<file path="src/rtl/core/lrupr_pkg.sv">
// Shared types and constants of the page replacement block.
`default_nettype none

package lrupr_pkg;

	localparam int CFG_W     = 4;
	localparam int PAGE_W    = 16;
	localparam int FRAME_W   = 3;
	localparam int EXT_W     = 32;

	localparam logic [CFG_W-1:0] CFG_RESET = 4'd8;

	typedef enum logic [1:0] {
		ST_IDLE,
		ST_SCAN,
		ST_FIX,
		ST_FIN
	} state_t;

	// Strobes from the sequencer to the datapath and the frame store.
	typedef struct packed {
		logic start;    // input beat taken this cycle
		logic scan_rd;  // read one frame from the store
		logic step;     // frame read data valid, run the compare unit
		logic fix;      // write back the chosen frame
		logic fin;      // load the output register
	} seq_t;

endpackage

`default_nettype wire

</file>
<file path="src/rtl/core/lru_page_replacement.sv">
// LRU page replacement, top level: sequencer, compare unit, frame store, output register.
//
// Channels: a page reference beat comes in on in_valid/in_ready with page; one
// result beat per reference leaves on out_valid/out_ready with hit, frame_index,
// evicted_valid and evicted_page. cfg_valid/cfg_ready writes frames_in_use from
// cfg_data; cfg_ready is always high and writes belong in idle periods.
// Timing: with n active frames the sequencer reads one frame per cycle from the
// store, then passes through its fix and finish states before it takes the next
// input beat; out_valid rises when the finish state loads the output register.
// The frame walk through the store's one read port and the shared compare unit sets
// the time per reference. in_ready is high only while the sequencer is idle.
// Stall: the result sits in an output register; a new reference is taken while
// it waits. If the next result is ready before the old one is taken, the
// sequencer holds until out_ready frees the register.
// Reset: arst_n clears all frames to empty (read as age zero) and frames_in_use to 8.
// No clearing pass is needed; the block is ready as soon as reset is released.
`default_nettype none

module lru_page_replacement import lrupr_pkg::*; #(
	parameter int NUM_FRAMES = 8,
	parameter int PAGE_BITS  = 16,
	parameter int AGE_BITS   = 16
) (
	input  wire logic               clk,
	input  wire logic               arst_n,
	input  wire logic               cfg_valid,
	output logic                    cfg_ready,
	input  wire logic [CFG_W-1:0]   cfg_data,
	input  wire logic               in_valid,
	output logic                    in_ready,
	input  wire logic [PAGE_W-1:0]  page,
	output logic                    out_valid,
	input  wire logic               out_ready,
	output logic                    hit,
	output logic [FRAME_W-1:0]      frame_index,
	output logic                    evicted_valid,
	output logic [PAGE_W-1:0]       evicted_page
);

	localparam int IDX_W = (NUM_FRAMES > 1) ? $clog2(NUM_FRAMES) : 1;

	logic [CFG_W-1:0]     frames_q;
	seq_t                 seq;
	logic [IDX_W-1:0]     rd_idx;
	logic [IDX_W-1:0]     step_idx;
	logic                 out_free;

	logic [EXT_W-1:0]     page_ext;
	logic [PAGE_BITS-1:0] page_m;

	logic [PAGE_BITS-1:0] rd_page;
	logic [AGE_BITS-1:0]  rd_age;
	logic                 rd_vld;
	logic                 age_we;
	logic [IDX_W-1:0]     age_waddr;
	logic [AGE_BITS-1:0]  age_wdata;
	logic                 page_we;
	logic [IDX_W-1:0]     page_waddr;
	logic [PAGE_BITS-1:0] page_wdata;

	logic                 res_hit;
	logic [IDX_W-1:0]     res_slot;
	logic                 res_ev_valid;
	logic [PAGE_BITS-1:0] res_ev_page;
	logic [EXT_W-1:0]     slot_ext;
	logic [EXT_W-1:0]     ev_ext;

	logic                 out_valid_q;
	logic                 hit_q;
	logic [FRAME_W-1:0]   frame_index_q;
	logic                 evicted_valid_q;
	logic [PAGE_W-1:0]    evicted_page_q;

	assign cfg_ready = 1'b1;

	always_ff @(posedge clk or negedge arst_n) begin
		if (!arst_n) begin
			frames_q <= CFG_RESET;
		end else if (cfg_valid) begin
			frames_q <= cfg_data;
		end
	end

	assign page_ext = EXT_W'(page);
	assign page_m   = page_ext[PAGE_BITS-1:0];
	assign out_free = !out_valid_q || out_ready;

	lrupr_ctrl #(
		.NUM_FRAMES (NUM_FRAMES),
		.IDX_W      (IDX_W)
	) u_ctrl (
		.clk        (clk),
		.arst_n     (arst_n),
		.in_valid   (in_valid),
		.in_ready   (in_ready),
		.frames_cfg (frames_q),
		.out_free   (out_free),
		.seq        (seq),
		.rd_idx     (rd_idx),
		.step_idx   (step_idx)
	);

	lrupr_store #(
		.NUM_FRAMES (NUM_FRAMES),
		.PAGE_BITS  (PAGE_BITS),
		.AGE_BITS   (AGE_BITS),
		.IDX_W      (IDX_W)
	) u_store (
		.clk        (clk),
		.arst_n     (arst_n),
		.rd_en      (seq.scan_rd),
		.rd_addr    (rd_idx),
		.rd_page    (rd_page),
		.rd_age     (rd_age),
		.rd_vld     (rd_vld),
		.age_we     (age_we),
		.age_waddr  (age_waddr),
		.age_wdata  (age_wdata),
		.page_we    (page_we),
		.page_waddr (page_waddr),
		.page_wdata (page_wdata)
	);

	lrupr_unit #(
		.PAGE_BITS (PAGE_BITS),
		.AGE_BITS  (AGE_BITS),
		.IDX_W     (IDX_W)
	) u_unit (
		.clk          (clk),
		.arst_n       (arst_n),
		.seq          (seq),
		.page_in      (page_m),
		.step_idx     (step_idx),
		.rd_page      (rd_page),
		.rd_age       (rd_age),
		.rd_vld       (rd_vld),
		.age_we       (age_we),
		.age_waddr    (age_waddr),
		.age_wdata    (age_wdata),
		.page_we      (page_we),
		.page_waddr   (page_waddr),
		.page_wdata   (page_wdata),
		.res_hit      (res_hit),
		.res_slot     (res_slot),
		.res_ev_valid (res_ev_valid),
		.res_ev_page  (res_ev_page)
	);

	assign slot_ext = EXT_W'(res_slot);
	assign ev_ext   = EXT_W'(res_ev_page);

	always_ff @(posedge clk or negedge arst_n) begin
		if (!arst_n) begin
			out_valid_q <= 1'b0;
		end else if (seq.fin) begin
			out_valid_q <= 1'b1;
		end else if (out_ready) begin
			out_valid_q <= 1'b0;
		end
	end

	always_ff @(posedge clk) begin
		if (seq.fin) begin
			hit_q           <= res_hit;
			frame_index_q   <= slot_ext[FRAME_W-1:0];
			evicted_valid_q <= res_ev_valid;
			evicted_page_q  <= ev_ext[PAGE_W-1:0];
		end
	end

	assign out_valid     = out_valid_q;
	assign hit           = hit_q;
	assign frame_index   = frame_index_q;
	assign evicted_valid = evicted_valid_q;
	assign evicted_page  = evicted_page_q;

endmodule

`default_nettype wire

</file>
<file path="src/rtl/core/lrupr_ctrl.sv">
// Sequencer: walks the active frames one per cycle and steps the datapath.
`default_nettype none

module lrupr_ctrl import lrupr_pkg::*; #(
	parameter int NUM_FRAMES = 8,
	parameter int IDX_W      = 3
) (
	input  wire logic             clk,
	input  wire logic             arst_n,
	input  wire logic             in_valid,
	output logic                  in_ready,
	input  wire logic [CFG_W-1:0] frames_cfg,
	input  wire logic             out_free,
	output seq_t                  seq,
	output logic [IDX_W-1:0]      rd_idx,
	output logic [IDX_W-1:0]      step_idx
);

	localparam int CMP_W = 7;
	localparam logic [CMP_W-1:0] NF_C = CMP_W'(NUM_FRAMES);

	state_t state_q, state_d;

	logic [IDX_W-1:0] rd_idx_q;
	logic [IDX_W-1:0] last_q;
	logic [IDX_W-1:0] last_d;
	logic             rd_done_q;
	logic             step_v_s1;
	logic [IDX_W-1:0] step_idx_s1;
	logic [CMP_W-1:0] cfg_ext;

	// Frame count 0 acts as 1, counts beyond the store saturate.
	always_comb begin
		cfg_ext = CMP_W'(frames_cfg);
		priority if (cfg_ext == '0) begin
			last_d = '0;
		end else if (cfg_ext > NF_C) begin
			last_d = IDX_W'(NUM_FRAMES - 1);
		end else begin
			last_d = IDX_W'(cfg_ext - CMP_W'(1));
		end
	end

	always_comb begin
		state_d     = state_q;
		in_ready    = 1'b0;
		seq         = '0;
		unique case (state_q)
			ST_IDLE: begin
				in_ready  = 1'b1;
				seq.start = in_valid;
				if (in_valid) begin
					state_d = ST_SCAN;
				end
			end
			ST_SCAN: begin
				seq.scan_rd = !rd_done_q;
				seq.step    = step_v_s1;
				if (step_v_s1 && (step_idx_s1 == last_q)) begin
					state_d = ST_FIX;
				end
			end
			ST_FIX: begin
				seq.fix = 1'b1;
				state_d = ST_FIN;
			end
			ST_FIN: begin
				seq.fin = out_free;
				if (out_free) begin
					state_d = ST_IDLE;
				end
			end
			default: begin
				state_d = ST_IDLE;
			end
		endcase
	end

	always_ff @(posedge clk or negedge arst_n) begin
		if (!arst_n) begin
			state_q     <= ST_IDLE;
			rd_idx_q    <= '0;
			last_q      <= '0;
			rd_done_q   <= 1'b0;
			step_v_s1   <= 1'b0;
			step_idx_s1 <= '0;
		end else begin
			state_q     <= state_d;
			step_v_s1   <= seq.scan_rd;
			step_idx_s1 <= rd_idx_q;
			if (seq.start) begin
				last_q    <= last_d;
				rd_idx_q  <= '0;
				rd_done_q <= 1'b0;
			end else if (seq.scan_rd) begin
				if (rd_idx_q == last_q) begin
					rd_done_q <= 1'b1;
				end else begin
					rd_idx_q <= rd_idx_q + IDX_W'(1);
				end
			end
		end
	end

	assign rd_idx   = rd_idx_q;
	assign step_idx = step_idx_s1;

endmodule

`default_nettype wire

</file>
<file path="src/rtl/core/lrupr_store.sv">
// Frame store: page and age memories with one read and one write port, and valid bits.
`default_nettype none

module lrupr_store import lrupr_pkg::*; #(
	parameter int NUM_FRAMES = 8,
	parameter int PAGE_BITS  = 16,
	parameter int AGE_BITS   = 16,
	parameter int IDX_W      = 3
) (
	input  wire logic                 clk,
	input  wire logic                 arst_n,
	input  wire logic                 rd_en,
	input  wire logic [IDX_W-1:0]     rd_addr,
	output logic [PAGE_BITS-1:0]      rd_page,
	output logic [AGE_BITS-1:0]       rd_age,
	output logic                      rd_vld,
	input  wire logic                 age_we,
	input  wire logic [IDX_W-1:0]     age_waddr,
	input  wire logic [AGE_BITS-1:0]  age_wdata,
	input  wire logic                 page_we,
	input  wire logic [IDX_W-1:0]     page_waddr,
	input  wire logic [PAGE_BITS-1:0] page_wdata
);

	logic [PAGE_BITS-1:0]  page_mem [NUM_FRAMES];
	logic [AGE_BITS-1:0]   age_mem  [NUM_FRAMES];
	logic [NUM_FRAMES-1:0] valid_q;
	logic [PAGE_BITS-1:0]  rd_page_s1;
	logic [AGE_BITS-1:0]   rd_age_s1;
	logic                  rd_vld_s1;

	always_ff @(posedge clk) begin
		if (page_we) begin
			page_mem[page_waddr] <= page_wdata;
		end
		if (age_we) begin
			age_mem[age_waddr] <= age_wdata;
		end
		if (rd_en) begin
			rd_page_s1 <= page_mem[rd_addr];
			rd_age_s1  <= age_mem[rd_addr];
		end
	end

	always_ff @(posedge clk or negedge arst_n) begin
		if (!arst_n) begin
			valid_q   <= '0;
			rd_vld_s1 <= 1'b0;
		end else begin
			if (page_we) begin
				valid_q[page_waddr] <= 1'b1;
			end
			if (rd_en) begin
				rd_vld_s1 <= valid_q[rd_addr];
			end
		end
	end

	// A frame never filled since reset reads with age zero.
	assign rd_page = rd_page_s1;
	assign rd_age  = rd_vld_s1 ? rd_age_s1 : '0;
	assign rd_vld  = rd_vld_s1;

endmodule

`default_nettype wire

</file>
<file path="src/rtl/core/lrupr_unit.sv">
// Shared compare unit: page match, oldest-frame select and saturating age update.
`default_nettype none

module lrupr_unit import lrupr_pkg::*; #(
	parameter int PAGE_BITS = 16,
	parameter int AGE_BITS  = 16,
	parameter int IDX_W     = 3
) (
	input  wire logic                 clk,
	input  wire logic                 arst_n,
	input  wire seq_t                 seq,
	input  wire logic [PAGE_BITS-1:0] page_in,
	input  wire logic [IDX_W-1:0]     step_idx,
	input  wire logic [PAGE_BITS-1:0] rd_page,
	input  wire logic [AGE_BITS-1:0]  rd_age,
	input  wire logic                 rd_vld,
	output logic                      age_we,
	output logic [IDX_W-1:0]          age_waddr,
	output logic [AGE_BITS-1:0]       age_wdata,
	output logic                      page_we,
	output logic [IDX_W-1:0]          page_waddr,
	output logic [PAGE_BITS-1:0]      page_wdata,
	output logic                      res_hit,
	output logic [IDX_W-1:0]          res_slot,
	output logic                      res_ev_valid,
	output logic [PAGE_BITS-1:0]      res_ev_page
);

	logic [PAGE_BITS-1:0] page_q;
	logic                 found_q;
	logic [IDX_W-1:0]     hit_slot_q;
	logic                 empty_q;
	logic [IDX_W-1:0]     empty_slot_q;
	logic [AGE_BITS-1:0]  best_age_q;
	logic [IDX_W-1:0]     best_slot_q;
	logic [PAGE_BITS-1:0] best_page_q;

	logic                 res_hit_q;
	logic [IDX_W-1:0]     res_slot_q;
	logic                 res_ev_valid_q;
	logic [PAGE_BITS-1:0] res_ev_page_q;

	logic                 match;
	logic                 older;
	logic [AGE_BITS-1:0]  age_inc;
	logic [IDX_W-1:0]     slot;

	assign match   = rd_vld && (rd_page == page_q);
	assign older   = (step_idx == '0) || (rd_age > best_age_q);
	assign age_inc = (rd_age == '1) ? rd_age : rd_age + AGE_BITS'(1);

	always_comb begin
		priority if (found_q) begin
			slot = hit_slot_q;
		end else if (empty_q) begin
			slot = empty_slot_q;
		end else begin
			slot = best_slot_q;
		end
	end

	// Ages age in the walk, matches reset to zero; a miss zeroes the new frame later.
	assign age_we     = seq.step || (seq.fix && !found_q);
	assign age_waddr  = seq.fix ? slot : step_idx;
	assign age_wdata  = (seq.fix || match) ? '0 : age_inc;
	assign page_we    = seq.fix && !found_q;
	assign page_waddr = slot;
	assign page_wdata = page_q;

	always_ff @(posedge clk or negedge arst_n) begin
		if (!arst_n) begin
			found_q <= 1'b0;
			empty_q <= 1'b0;
		end else if (seq.start) begin
			found_q <= 1'b0;
			empty_q <= 1'b0;
		end else if (seq.step) begin
			if (match) begin
				found_q <= 1'b1;
			end
			if (!rd_vld) begin
				empty_q <= 1'b1;
			end
		end
	end

	always_ff @(posedge clk) begin
		if (seq.start) begin
			page_q <= page_in;
		end
		if (seq.step) begin
			if (match && !found_q) begin
				hit_slot_q <= step_idx;
			end
			if (!rd_vld && !empty_q) begin
				empty_slot_q <= step_idx;
			end
			if (older) begin
				best_age_q  <= rd_age;
				best_slot_q <= step_idx;
				best_page_q <= rd_page;
			end
		end
		if (seq.fix) begin
			res_hit_q      <= found_q;
			res_slot_q     <= slot;
			res_ev_valid_q <= !found_q && !empty_q;
			res_ev_page_q  <= (!found_q && !empty_q) ? best_page_q : '0;
		end
	end

	assign res_hit      = res_hit_q;
	assign res_slot     = res_slot_q;
	assign res_ev_valid = res_ev_valid_q;
	assign res_ev_page  = res_ev_page_q;

endmodule

`default_nettype wire

</file>
<file path="config.mk">
export PLATFORM = sky130hd
export DESIGN_NAME = lru_page_replacement
export DESIGN_NICKNAME = d
export VERILOG_FILES = /design/src/rtl/core/lrupr_pkg.sv /design/src/rtl/core/lru_page_replacement.sv /design/src/rtl/core/lrupr_ctrl.sv /design/src/rtl/core/lrupr_store.sv /design/src/rtl/core/lrupr_unit.sv
export SDC_FILE = /design/constraint.sdc
export NUM_CORES = 1
export LEC_CHECK = 0
export BUFFER_PORTS_ARGS = -buffer_cell sky130_fd_sc_hd__buf_2
export CORE_MARGIN = 5
export CORE_UTILIZATION = 40
export CTS_CLUSTER_SIZE = 24
export DETAILED_ROUTE_END_ITERATION = 8
export MAX_ROUTING_LAYER = met4
export PLACE_DENSITY = 0.64
export SLEW_MARGIN = 0
export SYNTH_ARGS = -nofsm -noshare
export SYNTH_HDL_FRONTEND = slang
export SYNTH_SLANG_ARGS = --single-unit
</file>
<file path="constraint.sdc">
create_clock -name clk -period 11.6 [get_ports clk]
set_clock_uncertainty 0.1 [all_clocks]
set_input_delay 1.16 -clock clk [delete_from_list [all_inputs] [get_ports clk]]
set_output_delay 1.16 -clock clk [all_outputs]
set_load 0.01 [all_outputs]
</file>
# Yosys cells after proc, flatten, opt, wreduce, memory -nomap -nowiden
# Memories as Yosys holds them, arrays and structs flattened. A register that Yosys moved wholly into a read port is not among the register bits.
# Cells that the tools add are included.
# W data, S select, Z words.
op_classes:
  add_sub_neg: 3
  bitwise: 1
  n_reduce_logical: 32
  order_cmp: 5
  n_mux: 39
  eq_ne: 12
op_table:
  columns: ["op", "n"]
  rows:
  - ["$mux W16", 3]
  - ["$mux W3", 8]
  - ["$mux W1", 21]
  - ["$add A16 B1 Y16 const B", 1]
  - ["$eq A16 B16 Y1", 1]
  - ["$eq A16 B16 Y1 const B", 1]
  - ["$gt A16 B16 Y1", 1]
  - ["$reduce_and A2 Y1", 7]
  - ["$reduce_bool A2 Y1", 5]
  - ["$lt A3 B4 Y1 const B", 2]
  - ["$mux W2", 4]
  - ["$or A8 B8 Y8", 1]
  - ["$pmux W2 S4", 1]
  - ["$logic_and A1 B1 Y1", 7]
  - ["$eq A3 B3 Y1", 2]
  - ["$ne A2 B2 Y1 const B", 3]
  - ["$logic_not A1 Y1", 5]
  - ["$eq A2 B2 Y1 const B", 2]
  - ["$gt A4 B4 Y1 const B", 1]
  - ["$logic_not A4 Y1", 1]
  - ["$logic_or A1 B1 Y1", 4]
  - ["$ne A2 B1 Y1 const B", 2]
  - ["$add A3 B1 Y3 const B", 1]
  - ["$bmux W1 S3", 1]
  - ["other kinds (7)", 7]
totals:
  inputBits: 25
  n_memories: 2
  ram_bits: 256
  elab_cells: 120
  out_inout_bits: 24
  regBits: 128
memory_table:
  columns: ["memory", "words", "word_bits", "rd", "rd_ports_with_merged_regs", "wr", "line", "source"]
  rows:
  - ["u_store.age_mem", 8, 16, 1, 1, 1, "lrupr_store.sv:26", "logic [AGE_BITS-1:0] age_mem [NUM_FRAMES];"]
  - ["u_store.page_mem", 8, 16, 1, 1, 1, "lrupr_store.sv:25", "logic [PAGE_BITS-1:0] page_mem [NUM_FRAMES];"]

# Depth between registers and ports, before layout
logic_depth:
  depth_word: 7
  mapped_depth: 10
  mapped_depth_nobuf: 8

# Hierarchy
# Synthesis repeated with hierarchy kept, for this count alone.
unflattened:
  hier_cells: 847
  hier_area_um2: 16510.8
modules_own_cells:
  columns: ["module", "instances", "cells_each", "area_each_um2", "seq_area_each_um2"]
  rows:
  - ["lrupr_store", 1, 470, 11250.8, 8873.5]
  - ["lrupr_unit", 1, 276, 3727.3, 2392.3]
  - ["lru_page_replacement", 1, 34, 825.8, 757.0]
  - ["lrupr_ctrl", 1, 67, 706.9, 325.3]

# Worst setup path before layout
# OpenSTA, ideal clock, no wires.
synth_timing:
  kind: "register to register"
  from: "reg u_store.rd_vld_s1, in the netlist u_store.rd_vld"
  to: "reg u_unit.best_age_q[0], enable pin"
  setup_slack_ns: 7.583
  period_less_slack_ns: 4.017
  arrival_time_ns: 3.479
  path_stages_with_launch: 11
  setup_ns: 0.439
  n_path_buf: 2
  required_time_ns: 11.061
  cell_sequence: "dfrtp_1 buf_2 clkbuf_1 nand2_1 inv_1 ha_1 nand4_1 a21oi_1 and3_1 a31o_2 a21oi_1"
synth_between:
  elab_chain_len: 4
synth_rtl:
  columns: ["item", "line", "source"]
  rows:
  - ["start: declaration", "lrupr_store.sv:30", "logic rd_vld_s1;"]
  - ["start signal: assignment", "lrupr_store.sv:54", "rd_vld_s1 <= valid_q[rd_addr];"]
  - ["$mux W16", "lrupr_store.sv:61", "assign rd_age = rd_vld_s1 ? rd_age_s1 : '0;"]
  - ["via rd_age[6]", "lru_page_replacement.sv:52", "logic [AGE_BITS-1:0] rd_age;"]
  - ["$gt A16 B16 Y1", "lrupr_unit.sv:49", "assign older = (step_idx == '0) || (rd_age > best_age_q);"]
  - ["$logic_or A1 B1 Y1", "lrupr_unit.sv:49", null]
  - ["$reduce_and A2 Y1 (no source line)", null, null]
  - ["end signal: assignment", "lrupr_unit.sv:99", "best_age_q <= rd_age;"]
  - ["end: declaration", "lrupr_unit.sv:34", "logic [AGE_BITS-1:0] best_age_q;"]
# The timed path passes the listed nets, and every way through them passes these cells.
# A chain may end at the register's enable or synchronous reset.

# Worst setup path in the final report
layout_timing:
  from: "reg u_store.rd_vld_s1, in the netlist u_store.rd_vld"
  to: "mem u_store.age_mem[4][10], data pin"
layout_between:
  elab_chain_len: 4
  word_cells_on_any_way: 7
  classes_between: "1 x add/sub; 1 x eq/ne; 3 x mux; 2 x reduce/logical"
layout_rtl:
  columns: ["item", "line", "source"]
  rows:
  - ["$mux W16", "lrupr_store.sv:61", null]
  - ["$add A16 B1 Y16 or $eq A16 B16 Y1 (tied branches)", "lrupr_unit.sv:50", "assign age_inc = (rd_age == '1) ? rd_age : rd_age + AGE_BITS'(1);"]
  - ["$mux W16", "lrupr_unit.sv:50", null]
  - ["$mux W16 (*)", "lrupr_unit.sv:65", "assign age_wdata = (seq.fix || match) ? '0 : age_inc;"]
  - ["via age_wdata[10]", "lru_page_replacement.sv:56", "logic [AGE_BITS-1:0] age_wdata;"]
  - ["end: declaration", "lrupr_store.sv:26", null]
# The timed path passes the listed nets; every way through them passes the cells marked *.

==> reports/qor.yml <==
yosys:
  synth_edf_count: 387
  synthMuxAreaShare: 0.1204
  synth-compound-area-share: 0.02221
  ys_seq_area_frac: 0.7532
  synth_simple_gate_area_frac: 0.05144
  synth_xor_area_frac: 0.01977
  syn_nets: 897
  synth_top_cell_area_share: 0.7089
  yosysTopAreaCell: "edfxtp_1"
  async_flop_share: 0.06971
  synth_top_flop_cell: "edfxtp_1"
  syn-cell-area_um2: 16390
  ys_top_cells_by_area: "edfxtp_1, mux4_2, dfrtp_1, mux2_2, ha_1"
  ys_ff_latch: 416
  synth_top_family_by_area: "multiplexers"
  synthAdderAreaFrac: 0.01603
  synth_commonest_cells: "edfxtp_1, mux4_2, mux2_2, nor2_1, inv_1"
  synth.most_common_cell: "edfxtp_1"
  syn_inst: 851
  synth_area_per_cell_um2: 19.26
  synthDistinctLibCells: 58
  ys_warn_count: 0
timing:
  period_share: 0.2935
  slew_violations: 0
  setup_tns_ns: 0
  hold_viol_final: 0
  setup_viol: 0
  worstMarginPinSlew_ns: 1.158
  max_freq_mhz: 293.7
  maxSlewHeadroom: 0.2282
  rsz0062_at_grt: "false"
  worst_slack_ns: 8.196
  layout_min_cycle_time_ns: 3.404
clocking:
  path_clk_slew_ns: 0.07
  cts-resized-gates: 0
  clock_latency_ns: 0.55
  cts_root_buf: "clkbuf_16"
  cts_buffers: 41
  clock_path_buffers: 3
  cts_hold_buffers: 0
  htree_levels: 2
  cts.sinks: 416
  post_cts_buffers: 0
  cts_tree: "built"
worst_setup_path:
  cp_max_fo: 26
  critPathSlowestCell: "dfrtp_1"
  reg2reg_from: "u_store.rd_vld$_DFFE_PN0P_"
  crit_path_end: "u_store.age_mem[4][10]$_DFFE_PP_"
  worstPathCellList: "nand2_1, inv_1, ha_1, nand3_1, nor3_1, o2111ai_1, xor2_1, nor3b_1"
  crit_type: "reg -> reg"
  reg2reg_depth: 8
  reg2reg_setup_slack_ns: 8.20
  crit_required_ns: 11.73
  critPathLaunch: "u_store.rd_vld$_DFFE_PN0P_"
  critPathCaptureType: "register"
  critPathMaxStageDelay_ns: 0.84
  reg2reg_to: "u_store.age_mem[4][10]$_DFFE_PP_"
  crit_path_start_kind: "register"
  crit_arrival_ns: 3.53
flow_run:
  cap_violations: 0
grt:
  grt_antenna_before_repair: 0
  first_global_vias: 7915
  grt_max_degree: 64
  grt_overflow: 0
  grt_use_total: 0.1410
  grt_pass1_wl_um: 47220
placement:
  post-place-ws_ns: 8.221
  place.gp.congestion: 0.8162
  placed_cell_area_um2: 17320
  port_buffers: 47
  dp_hpwl_um: 17540
die:
  core_um2: 40650
  die_h_um: 212.4
  rows: 74
  chipWidth_um: 212.4
  initial_core_util: 0.4033
  fp.dieArea_um2: 45130
  io_pins: 49
pwr:
  power_density_nw_per_um2: 249.0
  p_leak_uw: 0.006236
  vdd_drop_max_mv: 0.1000
  finalPower_uw: 4651
status:
  status: "complete, no violations"
finish:
  fin_area_um2: 18680
  layout-drive-gt1-share: 0.2662
  area_growth_syn_to_layout_pct: 13.98
  n_antenna_cell: 0
  layout.nets: 973
drt:
  firstDrtPassIters: 5
  ant_nets: 0
  post_drt_wl_per_cell_um: 20.62
  routed-via-count: 7738
  wl_um: 30720
  drc_errors: 0
  avgViaCountPerCell: 5.193
  drtIter0Drc: 542
hold_path:
  min_from: "u_unit.res_ev_page[10]$_SDFFCE_PN0P_"
  min_path_cells: 0
  hp-class: "reg -> reg"
per-layer routing:
metal | vias to the layer above | part of all wire | global-route usage
met5 | - | 0 | -
met2 | 184 | 0.46 | 0.2098
met4 | 0 | 0.017 | 0.03575
met3 | 43 | 0.055 | 0.02538
met1 | 4019 | 0.47 | 0.2043
li1 | 3492 | - | -
sequential cells by signal (all words and copies together), names as in the netlist, 4 cells and up:
| name | count |
|---|---|
| evicted_page | 16 |
| frames_q | 4 |
| u_store.age_mem | 128 |
| u_store.page_mem | 128 |
| u_store.rd_age_s1 | 16 |
| u_store.rd_page | 16 |
| u_store.valid_q | 8 |
| u_unit.best_age_q | 16 |
| u_unit.best_page_q | 16 |
| u_unit.page_wdata | 16 |
| u_unit.res_ev_page | 16 |
area by class of cell:
type	count	area (um2)
Inverter	31	116.4
Sequential cell	416	12350
Clock inverter	21	249.0
Multi-Input combinational cell	372	3815
Fill cell	3384	21960
Timing Repair Buffer	65	370.4
Tap cell	532	665.6
Clock buffer	53	1114
logic make-up after synthesis:
| family | after synthesis |
|---|---|
| DFF | 416 |
| other | 1 |
| xor gates and xnor gates | 37 |
| muxes | 110 |
| AOI/OAI and AO/OA | 48 |
| buffers and inverters | 63 |
| and+or+nand+nor | 155 |
| adders and majority gates | 21 |
layout by cell type (no fill, tap or decap), drive strengths merged, types with 4 or more instances in the layout:
cell,count
a2111oi,4
a21oi,11
and2,29
and3,7
and4,5
buf,65
bufinv,4
clkbuf,53
clkinv,12
dfrtp,28
edfxtp,387
ha,21
inv,35
mux2,37
mux2i,7
mux4,66
nand2,25
nand2b,5
nand3,10
nand4,9
nor2,34
nor3,9
nor3b,4
nor4,5
o21ai,10
or2,10
xnor2,19
xor2,18
worst max-delay path: cells and delay by family (launching register included):
family                   cells  cell delay [ns]
flip-flops                   1             0.84
buffers and inverters        1             0.14
XOR/XNOR                     1             0.18
adder cells (fa/ha/maj)      1             0.22
AND/OR/NAND/NOR              4             1.37
AO/OA/AOI/OAI                1             0.22
through the flow:
step | hold slack, ns | std cells | utilization
global placement | 0.3022 | 1416 | 0.4262
floorplan | 0.2519 | 851 | -
CTS | 0.3225 | 1490 | 0.4597
finish | 0.3211 | 1490 | 0.4597
detailed placement | 0.3056 | 1416 | 0.4262
global route | 0.3228 | 1490 | 0.4597
how the worst min path moves through the flow:
stage / end / slack, ns
after floorplan: u_ctrl.step_idx[2]$_DFF_PN0_ / 0.25
after detailed placement: evicted_page[15]$_DFFE_PP_ / 0.31
after CTS: evicted_page[15]$_DFFE_PP_ / 0.32
after global routing: evicted_page[10]$_DFFE_PP_ / 0.32
final: evicted_page[10]$_DFFE_PP_ / 0.32
after global placement: evicted_page[11]$_DFFE_PP_ / 0.30
power breakdown:
group | leakage (uW) | switching (uW) | internal (uW) | total, uW
clock | 0.000659 | 550 | 776 | 1330
sequential | 0.00389 | 171 | 2100 | 2270
combinational | 0.00169 | 606 | 452 | 1060
total | 0.00624 | 1330 | 3320 | 4650
Note: power is estimated with default switching activity, not from simulation.
